<file path="config.mk">
export PLATFORM = sky130hd
export DESIGN_NAME = gsm7_septet_unpacker_hex_in_flat
export DESIGN_NICKNAME = d
export VERILOG_FILES = /design/src/hw/rtl/gsm7u_pkg.sv /design/src/hw/rtl/gsm7u_char_if.sv /design/src/hw/rtl/gsm7u_septet_if.sv /design/src/hw/rtl/gsm7u_unpack.sv /design/src/hw/rtl/gsm7u_out_queue.sv /design/src/hw/rtl/gsm7_septet_unpacker_hex_in.sv /design/src/flat_wrapper.sv
export SDC_FILE = /design/constraint.sdc
export NUM_CORES = 1
export LEC_CHECK = 0
export BUFFER_PORTS_ARGS = -buffer_cell sky130_fd_sc_hd__buf_2
export CELL_PAD_IN_SITES_DETAIL_PLACEMENT = 0
export CELL_PAD_IN_SITES_GLOBAL_PLACEMENT = 1
export CORE_UTILIZATION = 43
export DETAILED_ROUTE_END_ITERATION = 6
export GPL_TIMING_DRIVEN = 0
export PLACE_DENSITY_LB_ADDON = 0.15
export RECOVER_POWER = 100
export SLEW_MARGIN = 20
export SYNTH_ARGS = -nofsm -noshare
export SYNTH_HDL_FRONTEND = slang
export SYNTH_SLANG_ARGS = --single-unit
</file>
<file path="constraint.sdc">
create_clock -name clk -period 2.9 [get_ports clk]
set_input_delay 0.87 -clock clk [delete_from_list [all_inputs] [get_ports clk]]
set_output_delay 0.87 -clock clk [all_outputs]
set_load 0.03 [all_outputs]
</file>
<file path="src/hw/rtl/gsm7u_pkg.sv">
// ----------------------------------------------------------------------------
// gsm7u_pkg
// Shared types, constants and the hex character decoder for the GSM 7-bit
// septet unpacker.
// ----------------------------------------------------------------------------
package gsm7u_pkg;

    // Default number of septet entries in the output queue.
    localparam int unsigned QUEUE_DEPTH_DEF = 4;

    // Letters 'a'..'f' and 'A'..'F' have low nibbles 1..6; adding this bias
    // gives their hex values 10..15.
    localparam logic [3:0] HEX_ALPHA_BIAS = 4'h9;

    localparam logic [7:0] CHAR_DIGIT_LO = 8'h30;
    localparam logic [7:0] CHAR_DIGIT_HI = 8'h39;
    localparam logic [7:0] CHAR_UPPER_LO = 8'h41;
    localparam logic [7:0] CHAR_UPPER_HI = 8'h46;
    localparam logic [7:0] CHAR_LOWER_LO = 8'h61;
    localparam logic [7:0] CHAR_LOWER_HI = 8'h66;

    // Number of septets a single byte can produce.
    localparam logic [1:0] PUSH_NONE = 2'd0;
    localparam logic [1:0] PUSH_ONE  = 2'd1;
    localparam logic [1:0] PUSH_TWO  = 2'd2;

    // Last position in a group of seven packed bytes.
    localparam logic [2:0] GROUP_LAST_POS = 3'd6;

    typedef logic [6:0] septet_t;

    typedef struct packed {
        septet_t septet;
        logic    last;
    } sept_entry_t;

    // Septets handed from the unpack stage to the output queue in one cycle.
    typedef struct packed {
        logic [1:0]  num;
        sept_entry_t first;
        sept_entry_t second;
    } sept_push_t;

    // Decodes one ASCII hex character; anything that is not a hex digit
    // decodes as zero.
    function automatic logic [3:0] hex_value(input logic [7:0] c);
        logic [3:0] value;
        value = 4'h0;
        if (c >= CHAR_DIGIT_LO && c <= CHAR_DIGIT_HI)
        begin
            value = c[3:0];
        end
        else if ((c >= CHAR_LOWER_LO && c <= CHAR_LOWER_HI) ||
                 (c >= CHAR_UPPER_LO && c <= CHAR_UPPER_HI))
        begin
            value = c[3:0] + HEX_ALPHA_BIAS;
        end
        return value;
    endfunction

endpackage

</file>
<file path="src/hw/rtl/gsm7u_char_if.sv">
// ----------------------------------------------------------------------------
// gsm7u_char_if
// Valid/ready channel that carries one ASCII hex character per transfer.
// ----------------------------------------------------------------------------
interface gsm7u_char_if;
    logic       valid;
    logic       ready;
    logic [7:0] hex_char;
    logic       last_char;

    modport source (output valid, output hex_char, output last_char, input ready);
    modport sink   (input valid, input hex_char, input last_char, output ready);
endinterface

</file>
<file path="src/hw/rtl/gsm7u_septet_if.sv">
// ----------------------------------------------------------------------------
// gsm7u_septet_if
// Valid/ready channel that carries one unpacked septet per transfer.
// ----------------------------------------------------------------------------
interface gsm7u_septet_if;
    logic       valid;
    logic       ready;
    logic [6:0] septet;
    logic       last_septet;

    modport source (output valid, output septet, output last_septet, input ready);
    modport sink   (input valid, input septet, input last_septet, output ready);
endinterface

</file>
<file path="src/hw/rtl/gsm7u_unpack.sv">
// ----------------------------------------------------------------------------
// gsm7u_unpack
// Input register, nibble pairing and septet unpacking. Produces zero, one or
// two septets per character into the output queue.
// ----------------------------------------------------------------------------
module gsm7u_unpack
    import gsm7u_pkg::*;
(
    input  logic       clk,
    input  logic       rst_n,
    gsm7u_char_if.sink chars,
    input  logic       room,
    output sept_push_t push
);

    logic       in_valid_reg;
    logic [7:0] hex_reg;
    logic       last_reg;

    logic       phase_reg,  phase_next;
    logic [3:0] held_reg,   held_next;
    logic [6:0] carry_reg,  carry_next;
    logic [2:0] pos_reg,    pos_next;

    logic        fire;
    logic        makes_byte;
    logic [3:0]  nib;
    logic [7:0]  byte_val;
    logic [2:0]  k;
    logic [14:0] byte_shl;
    logic [2:0]  shamt;
    logic [7:0]  byte_shr;
    logic [6:0]  carry_new;
    logic        group_end;
    septet_t     sep0;
    septet_t     sep1;

    always_comb
    begin
        fire        = in_valid_reg && room;
        chars.ready = !in_valid_reg || fire;

        nib        = hex_value(hex_reg);
        makes_byte = phase_reg || last_reg;
        byte_val   = phase_reg ? {held_reg, nib} : {nib, 4'h0};

        k         = (pos_reg > GROUP_LAST_POS) ? GROUP_LAST_POS : pos_reg;
        group_end = (k == GROUP_LAST_POS);

        byte_shl  = {7'b0, byte_val} << k;
        sep0      = byte_shl[6:0] | carry_reg;
        shamt     = 3'd7 - k;
        byte_shr  = byte_val >> shamt;
        carry_new = byte_shr[6:0];
        sep1      = group_end ? byte_val[7:1] : carry_new;

        // A final byte always yields two septets: either the group's second
        // septet or the leftover carry bits.
        if (!fire || !makes_byte)
        begin
            push.num = PUSH_NONE;
        end
        else if (group_end || last_reg)
        begin
            push.num = PUSH_TWO;
        end
        else
        begin
            push.num = PUSH_ONE;
        end
        push.first  = '{septet: sep0, last: 1'b0};
        push.second = '{septet: sep1, last: last_reg};

        phase_next = phase_reg;
        held_next  = held_reg;
        carry_next = carry_reg;
        pos_next   = pos_reg;
        if (fire)
        begin
            if (!makes_byte)
            begin
                held_next  = nib;
                phase_next = 1'b1;
            end
            else if (last_reg)
            begin
                phase_next = 1'b0;
                held_next  = 4'h0;
                carry_next = 7'h0;
                pos_next   = 3'd0;
            end
            else
            begin
                phase_next = 1'b0;
                carry_next = group_end ? 7'h0 : carry_new;
                pos_next   = group_end ? 3'd0 : k + 3'd1;
            end
        end
    end

    always_ff @(posedge clk or negedge rst_n)
    begin
        if (!rst_n)
        begin
            in_valid_reg <= 1'b0;
            phase_reg    <= 1'b0;
            held_reg     <= 4'h0;
            carry_reg    <= 7'h0;
            pos_reg      <= 3'd0;
        end
        else
        begin
            if (chars.ready)
            begin
                in_valid_reg <= chars.valid;
            end
            phase_reg <= phase_next;
            held_reg  <= held_next;
            carry_reg <= carry_next;
            pos_reg   <= pos_next;
        end
    end

    always_ff @(posedge clk)
    begin
        if (chars.valid && chars.ready)
        begin
            hex_reg  <= chars.hex_char;
            last_reg <= chars.last_char;
        end
    end

endmodule

</file>
<file path="src/hw/rtl/gsm7u_out_queue.sv">
// ----------------------------------------------------------------------------
// gsm7u_out_queue
// Small septet queue that takes up to two entries per cycle and hands one
// per transfer to the output channel.
// ----------------------------------------------------------------------------
module gsm7u_out_queue
    import gsm7u_pkg::*;
#(
    parameter  int unsigned DEPTH = QUEUE_DEPTH_DEF,
    localparam int unsigned CNT_W = $clog2(DEPTH + 1)
)
(
    input  logic               clk,
    input  logic               rst_n,
    input  sept_push_t         push,
    output logic               room,
    output logic [CNT_W-1:0]   level,
    gsm7u_septet_if.source     septets
);

    localparam int unsigned PTR_W = $clog2(DEPTH);

    sept_entry_t            entry_reg [DEPTH];
    logic [PTR_W-1:0]       rd_ptr_reg, rd_ptr_next;
    logic [PTR_W-1:0]       wr_ptr_reg, wr_ptr_next;
    logic [CNT_W-1:0]       count_reg,  count_next;
    logic [PTR_W-1:0]       wr_ptr1;
    logic [PTR_W-1:0]       wr_ptr2;
    logic                   pop;
    sept_entry_t            head;

    function automatic logic [PTR_W-1:0] ptr_inc(input logic [PTR_W-1:0] p);
        logic [PTR_W-1:0] n;
        if (p == PTR_W'(DEPTH - 1))
        begin
            n = '0;
        end
        else
        begin
            n = p + PTR_W'(1);
        end
        return n;
    endfunction

    always_comb
    begin
        head                = entry_reg[rd_ptr_reg];
        septets.valid       = (count_reg != '0);
        septets.septet      = head.septet;
        septets.last_septet = head.last;
        pop                 = septets.valid && septets.ready;

        // Space for a full pair is required before the unpack stage moves.
        room  = (count_reg <= CNT_W'(DEPTH - 2));
        level = count_reg;

        wr_ptr1 = ptr_inc(wr_ptr_reg);
        wr_ptr2 = ptr_inc(wr_ptr1);

        unique case (push.num)
            PUSH_NONE: wr_ptr_next = wr_ptr_reg;
            PUSH_ONE:  wr_ptr_next = wr_ptr1;
            PUSH_TWO:  wr_ptr_next = wr_ptr2;
            default:   wr_ptr_next = wr_ptr_reg;
        endcase

        rd_ptr_next = pop ? ptr_inc(rd_ptr_reg) : rd_ptr_reg;
        count_next  = count_reg + CNT_W'(push.num) - CNT_W'(pop);
    end

    always_ff @(posedge clk or negedge rst_n)
    begin
        if (!rst_n)
        begin
            rd_ptr_reg <= '0;
            wr_ptr_reg <= '0;
            count_reg  <= '0;
        end
        else
        begin
            rd_ptr_reg <= rd_ptr_next;
            wr_ptr_reg <= wr_ptr_next;
            count_reg  <= count_next;
        end
    end

    always_ff @(posedge clk)
    begin
        if (push.num == PUSH_ONE || push.num == PUSH_TWO)
        begin
            entry_reg[wr_ptr_reg] <= push.first;
        end
        if (push.num == PUSH_TWO)
        begin
            entry_reg[wr_ptr1] <= push.second;
        end
    end

endmodule

</file>
<file path="src/hw/rtl/gsm7_septet_unpacker_hex_in.sv">
// ----------------------------------------------------------------------------
// gsm7_septet_unpacker_hex_in
// Unpacks GSM 7-bit septets from a stream of ASCII hex characters.
// ----------------------------------------------------------------------------
// The chars channel takes one ASCII hex character per transfer, upper or
// lower case; any other code counts as a zero nibble. Two characters form a
// byte, high nibble first, and last_char marks the end of the message. A
// final character on an odd count forms a byte with a zero low nibble.
// The septets channel returns one 7-bit character per transfer, unpacked
// least significant bit first; last_septet marks the message's final septet,
// which holds any leftover bits padded with zeros.
// The first septet of a byte is offered once the character that completes
// the byte has passed the input register and been written to the output
// queue. The block takes one character every cycle while the queue has room
// for a pair. Every seventh byte and every final byte yield two septets; the
// output queue absorbs the extra one. Input pauses whenever the queue lacks
// room for a pair, which happens when the receiver stalls or when septets
// arrive faster than one per cycle, as in a run of one-character messages.
// While the receiver stalls, offered septets hold and the queue fills; input
// ready drops when the unpack stage can no longer drain.
// Reset clears the input stage, the nibble pairing, the carry bits and the
// queue; the next character starts a new message, as after every last_char.
// ----------------------------------------------------------------------------
module gsm7_septet_unpacker_hex_in
    import gsm7u_pkg::*;
#(
    parameter int unsigned QUEUE_DEPTH = QUEUE_DEPTH_DEF
)
(
    input  logic           clk,
    input  logic           rst_n,
    gsm7u_char_if.sink     chars,
    gsm7u_septet_if.source septets
);

    localparam int unsigned CNT_W = $clog2(QUEUE_DEPTH + 1);

    // Septets produced by the unpack stage this cycle and the queue's
    // answer whether a full pair fits.
    sept_push_t       push;
    logic             room;
    logic [CNT_W-1:0] level;

    // Input register, nibble pairing and the bit-level unpacking.
    gsm7u_unpack u_unpack (
        .clk   (clk),
        .rst_n (rst_n),
        .chars (chars),
        .room  (room),
        .push  (push)
    );

    // Output queue that parts the unpack stage from the receiver.
    gsm7u_out_queue #(
        .DEPTH (QUEUE_DEPTH)
    ) u_out_queue (
        .clk     (clk),
        .rst_n   (rst_n),
        .push    (push),
        .room    (room),
        .level   (level),
        .septets (septets)
    );

`ifndef SYNTHESIS
    // The unpack stage never writes when the queue lacks room for a pair.
    assert property (@(posedge clk) disable iff (!rst_n)
        (push.num != PUSH_NONE) |-> room)
        else $error("septet push without queue room");

    // A message end always yields a pair, so the first septet is never last.
    assert property (@(posedge clk) disable iff (!rst_n)
        (push.num != PUSH_NONE) |-> !push.first.last)
        else $error("message end on a single septet");

    // The queue never holds more than its depth.
    assert property (@(posedge clk) disable iff (!rst_n)
        level <= CNT_W'(QUEUE_DEPTH))
        else $error("septet queue overflow");
`endif

endmodule

</file>
<file path="src/flat_wrapper.sv">
// flat-port wrapper written by rule: the top's interface ports become plain ports
module gsm7_septet_unpacker_hex_in_flat import gsm7u_pkg::*;
#(
    parameter int unsigned QUEUE_DEPTH = QUEUE_DEPTH_DEF
)
  (clk, rst_n, chars_valid, chars_hex_char, chars_last_char, chars_ready, septets_valid, septets_septet, septets_last_septet, septets_ready);
  gsm7u_char_if chars_i ();
  gsm7u_septet_if septets_i ();
  input  logic clk;
  input  logic rst_n;
  input wire logic [$bits(chars_i.valid)-1:0] chars_valid;
  input wire logic [$bits(chars_i.hex_char)-1:0] chars_hex_char;
  input wire logic [$bits(chars_i.last_char)-1:0] chars_last_char;
  output wire logic [$bits(chars_i.ready)-1:0] chars_ready;
  output wire logic [$bits(septets_i.valid)-1:0] septets_valid;
  output wire logic [$bits(septets_i.septet)-1:0] septets_septet;
  output wire logic [$bits(septets_i.last_septet)-1:0] septets_last_septet;
  input wire logic [$bits(septets_i.ready)-1:0] septets_ready;
  assign chars_i.valid = chars_valid;
  assign chars_i.hex_char = chars_hex_char;
  assign chars_i.last_char = chars_last_char;
  assign chars_ready = chars_i.ready;
  assign septets_valid = septets_i.valid;
  assign septets_septet = septets_i.septet;
  assign septets_last_septet = septets_i.last_septet;
  assign septets_i.ready = septets_ready;
  gsm7_septet_unpacker_hex_in #(.QUEUE_DEPTH(QUEUE_DEPTH)) u_core (.clk(clk), .rst_n(rst_n), .chars(chars_i), .septets(septets_i));
endmodule
</file>
# Word-level counts from Yosys, hierarchy flattened
# Memory sizes are Yosys's and may differ from the RTL's.
# Cells that the tools add are included.
dict set report word_totals {
  reg_bits 32
  input_bits 13
  latchBits 0
  wordCells 78
  ram_bits 32
  rom_bits 0
  n_memories 1
}
dict set report classes {
  shifts 2
  mul 0
  reduce_logical 19
  n_eq_ne 7
  n_lt_le_gt_ge 8
  addsub 8
  mux 22
  bitwise 1
  div_mod_pow 0
}
# memory depth width read_ports rd_ports_with_merged_regs write_ports line_no
set memory_table {}
lappend memory_table {u_core.u_out_queue.entry_reg 4 8 1 0 2 gsm7u_out_queue.sv:23} ;# sept_entry_t entry_reg [DEPTH];
# cell count
set op_table {}
lappend op_table {{2-to-1 mux 7 bit} 3}
lappend op_table {{>= comparator 8 x 7 -> 1 bit, second input constant} 2}
lappend op_table {{<= comparator 8 x 7 -> 1 bit, second input constant} 2}
lappend op_table {{2-to-1 mux 4 bit} 4}
lappend op_table {{2-to-1 mux 2 bit} 5}
lappend op_table {{2-to-1 mux 3 bit} 3}
lappend op_table {{equality test 2 bit, second input constant} 4}
lappend op_table {{>= comparator 8 x 6 -> 1 bit, second input constant} 1}
lappend op_table {{<= comparator 8 x 6 -> 1 bit, second input constant} 1}
lappend op_table {{2-to-1 mux 8 bit} 1}
lappend op_table {{<< shifter 8 x 3 -> 7 bit} 1}
lappend op_table {{>> shifter 8 x 3 -> 7 bit} 1}
lappend op_table {{bitwise OR 7 bit} 1}
lappend op_table {{adder 2 x 1 -> 2 bit, second input constant} 3}
lappend op_table {{logical AND 1 bit} 6}
lappend op_table {{logical OR 1 bit} 6}
lappend op_table {{2-to-1 mux 1 bit} 5}
lappend op_table {{adder 4 bit, second input constant} 1}
lappend op_table {{case mux 2 bit (2 select lines)} 1}
lappend op_table {{AND reduction 2 bit} 2}
lappend op_table {{adder 3 x 1 -> 3 bit, second input constant} 1}
lappend op_table {{adder 3 x 2 -> 3 bit} 1}
lappend op_table {{equality test 3 bit, second input constant} 1}
lappend op_table {{greater-than comparator 3 bit, second input constant} 1}
lappend op_table {{8 further kinds} 10}

# Longest topological paths before layout
dict set report depth {
  depth_word 10
  depth_mapped 10
  ltp_nobuf 9
}

# Modules after synthesis
# Synthesis repeated with hierarchy kept, for this count alone.
dict set report unflattened {
  cells_unflattened 342
  area_unflattened_um2 3955.0
}
# mod area_per_inst_um2 instances cells_each seq_area_each_um2
set modules_own_cells {}
lappend modules_own_cells {gsm7u_out_queue 2088.3 1 132 1136.1}
lappend modules_own_cells {gsm7u_unpack 1866.8 1 210 670.6}

# Worst setup path after synthesis
# OpenSTA, ideal clock, no wires.
dict set report synth_path {
  kind {register -> register}
  from {register u_core.u_unpack.hex_reg[0]}
  to {memory u_core.u_out_queue.entry_reg[0][1] (netlist name) (data pin)}
  setup_slack_ns 0.262
  setup_ns 0.271
  arrival_time_ns 2.367
  path_stages_with_launch 9
  path_buffers 0
  period_less_slack_ns 2.638
  required_time_ns 2.629
  path_cell_list {edfxtp_1 -> ha_1 -> or3b_1 -> a22oi_2 -> nor3_2 -> mux2_2 -> mux2_2 -> a31oi_2 -> mux2i_1}
}
# element line_no
set synth_lines {}
lappend synth_lines {{start, declared} gsm7u_unpack.sv:17} ;# logic [7:0] hex_reg;
lappend synth_lines {{start signal, assigned} gsm7u_unpack.sv:128} ;# hex_reg <= chars.hex_char;
lappend synth_lines {{end, declared} gsm7u_out_queue.sv:23}

==> flow_summary.json <==
{
  "power_density_nw_per_um2": 1030,
  "max_slew_margin": 0.0940,
  "yosys.area_share.xor_xnor": 0.00932,
  "nets": 411,
  "crit_type": "reg2reg",
  "total_power_w": 0.00452,
  "num_rows": 33,
  "skew_ns": 0.0110,
  "worstMarginPinSlew_ns": 1.36,
  "hold_class": "reg2reg",
  "post-route-period-util": 0.953,
  "dp_hpwl_mm": 6.36,
  "muxShareOfSynthArea": 0.141,
  "io_pins": 23,
  "numCtsBuffers": 9,
  "area_growth_pct": 16.3,
  "netlist_area_um2": 3760,
  "cp-end-kind": "flop",
  "insertion_delay_ns": 0.36,
  "vias": 2842,
  "grt.overflow.total": 0,
  "synth-edff-count": 41,
  "port_buffers": 22,
  "start_util": 0.450,
  "rsz0062_at_grt": "false",
  "ys_ff_latch": 64,
  "holdPathStages": 2,
  "setup-tns-final_ns": 0,
  "cp-start-kind": "flop",
  "die_x_um": 95.5,
  "synth-simple-area-share": 0.149,
  "postRouteAntennaNets": 0,
  "htreeDepth": 3,
  "slew_violations": 0,
  "finalSetupViolations": 0,
  "wl_mm": 8.94,
  "fmax_mhz": 362,
  "grt_antenna_before_repair": 0,
  "cts_root_buf": "clkbuf_8",
  "drive_gt1_frac": 0.219,
  "insertedDiodeCount": 0,
  "drc_errors": 0,
  "core_um2": 8340,
  "min_period_ns": 2.76,
  "cpLargestDelayFamily": "compound AO/OA/AOI/OAI gates",
  "synth_flop_cell": "edfxtp_1",
  "cp_max_fo": 5,
  "synthAdderAreaFrac": 0.0519,
  "leakagePower_nw": 1.88,
  "cts_hold_buffers": 0,
  "cp.required_ns": 2.99,
  "grt_usage": 0.219,
  "status": "finished clean",
  "cpMostUsedCell": "a22oi_2",
  "syn_inst": 341,
  "fin_util": 0.524,
  "place.gp.congestion": 0.893,
  "largest_reg_flops": 32,
  "slowest_stage": "edfxtp_1",
  "grt_max_degree": 24,
  "synth_compound_area_frac": 0.136,
  "hold_violations": 0,
  "die_area_um2": 9120,
  "cts.sinks": 64,
  "cts_tree": "yes",
  "synth_cell_types": 55,
  "drtPass1Iterations": 4,
  "r2r_cells": 10,
  "async_flop_share": 0.359,
  "ir_worst_vdd_mv": 0.602,
  "synth_top_family_by_area": "simple AND/OR/NAND/NOR gates",
  "yosysWarningCount": 0,
  "avgViaCountPerCell": 5.76,
  "cap_viol_max_count": 0,
  "critPathArrivalTime_ns": 2.86,
  "cp.buffers_inverters": 2,
  "synthesis.nets": 369,
  "die_y_um": 95.5,
  "crit_cells": 10,
  "yosysSeqAreaShare": 0.481,
  "clock_path_buffers": 2,
  "wl_per_cell_um": 18.1,
  "cpPeakStageDelay_ns": 0.46,
  "grt_pass1_vias": 2816,
  "crit_chain": "inv_2 -> ha_1 -> or3b_4 -> a22oi_2 -> buf_4 -> o21ai_0 -> a2bb2oi_1 -> o22ai_1 -> a22oi_2 -> mux2i_1",
  "synth.avg_cell_area_um2": 11.0,
  "first_iter_violations": 159,
  "clkTransAtPathRegs_ns": 0.08,
  "grt_first_pass_wirelength_mm": 14.6
}
==> power by group <==
part           switching [W]  internal, W  total [W]  leakage [nW]
Sequential          0.000156      0.00131    0.00146         0.679
Combinational        0.00139     0.000777    0.00217          1.08
Clock               0.000396     0.000493   0.000888         0.115
Total                0.00194      0.00258    0.00452          1.88
==> synthesized netlist by cell type, types with 3 or more instances <==
library cell,number,share of area
mux4_2,9,0.054
nand2b_1,5,0.0083
o21ai_0,18,0.024
nor2_1,21,0.021
o22ai_1,3,0.0050
nor3_1,4,0.0053
clkbuf_1,12,0.012
nand3_1,7,0.0093
and3_1,4,0.0067
a21oi_1,17,0.023
nand4_1,3,0.0050
dfrtp_1,23,0.15
mux2_2,5,0.015
nand2_1,46,0.046
and2_1,6,0.010
edfxtp_1,41,0.33
inv_1,19,0.019
a22oi_1,4,0.0080
ha_1,14,0.047
o211ai_1,6,0.012
a31oi_1,3,0.0050
mux2i_1,27,0.072
==> area by class of cell <==
| class | instances | area (um^2) |
|---|---|---|
| clock inverters | 7 | 100 |
| repair buffers | 32 | 181 |
| multi-input cells | 244 | 1900 |
| plain buffers | 13 | 51.3 |
| fillers | 772 | 3970 |
| clock buffers | 9 | 124 |
| flip-flops and latches | 64 | 1810 |
| well taps | 105 | 131 |
| inverters | 19 | 71.3 |
==> cells in the final DEF, fill, tap and decap left out, drive strengths merged, types with 2 or more instances in the layout <==
cell type	synthesis	routed
a21boi	4	4
a21o	2	2
a21oi	17	17
a22oi	5	5
a31oi	4	4
and2	6	6
and3	5	5
buf	2	22
bufinv	0	2
clkbuf	12	32
clkinv	0	2
dfrtp	23	23
edfxtp	41	41
ha	14	14
inv	19	22
mux2	5	5
mux2i	27	27
mux4	9	9
nand2	46	46
nand2b	6	6
nand3	7	7
nand4	4	4
nand4b	2	2
nor2	21	21
nor3	6	6
o211ai	6	6
o21ai	19	19
o22ai	3	3
o31ai	2	2
o41ai	2	2
or2	2	2
xnor2	2	2
xor2	2	2
==> repair_timing <==
item	4_1_cts	5_1_grt
pin swaps	3	6
gates resized for setup	13	12
endpoints found under the setup margin	69	62
setup buffers	4	6
==> path summary, 6_finish.rpt <==
path | start | slack, ns | to
max reg2reg | u_core.u_unpack.hex_reg[1] | 0.14 | u_core.u_out_queue.entry_reg[3][2]
min | u_core.u_unpack.carry_reg[1] | 0.48 | u_core.u_unpack.carry_reg[1]
min reg2reg | u_core.u_unpack.carry_reg[1] | 0.48 | u_core.u_unpack.carry_reg[1]
max | u_core.u_unpack.hex_reg[1] | 0.14 | u_core.u_out_queue.entry_reg[3][2]
min in group asynchronous | rst_n | 0.81 | u_core.u_unpack.carry_reg[4]
max in group asynchronous | rst_n | 1.29 | u_core.u_out_queue.wr_ptr_reg[0]
==> worst register-to-register path, stage by stage, from the launching register on <==
cell       delay, ns
edfxtp_1        0.46
inv_2           0.09
ha_1            0.17
or3b_4          0.41
a22oi_2         0.26
buf_4           0.15
o21ai_0         0.06
a2bb2oi_1       0.23
o22ai_1         0.17
a22oi_2         0.38
mux2i_1         0.13
==> cells by family (layout without fill, tap and decap cells) <==
group	count (synthesis)	count (layout)
AOI/OAI and AO/OA	75	75
xor gates and xnor gates	4	4
adders and majority gates	15	15
buffers and inverters	33	80
DFF	64	64
muxes	41	41
and+or+nand+nor	109	109
==> per-layer routing <==
layer	up-vias	global-route usage	part of all wire
met5	-	0	0
met4	0	0.0883	0.023
met3	16	0.0375	0.039
met2	85	0.356	0.48
met1	1393	0.290	0.46
li1	1348	-	-
==> through the flow <==
step / hold slack (ns) / cell area [um^2] / setup WS (ns) / std cells
4_1_cts: 0.489 / 4300 / -0.0237 / 488
5_1_grt: 0.527 / 4370 / 0.00593 / 493
3_5_place_dp: 0.471 / 4000 / -0.233 / 468
3_3_place_gp: 0.466 / 4000 / -0.234 / 468
6_report: 0.484 / 4370 / 0.135 / 493
2_1_floorplan: 0.447 / 3760 / 0.262 / 341
Note: power is estimated with default switching activity, not from simulation.
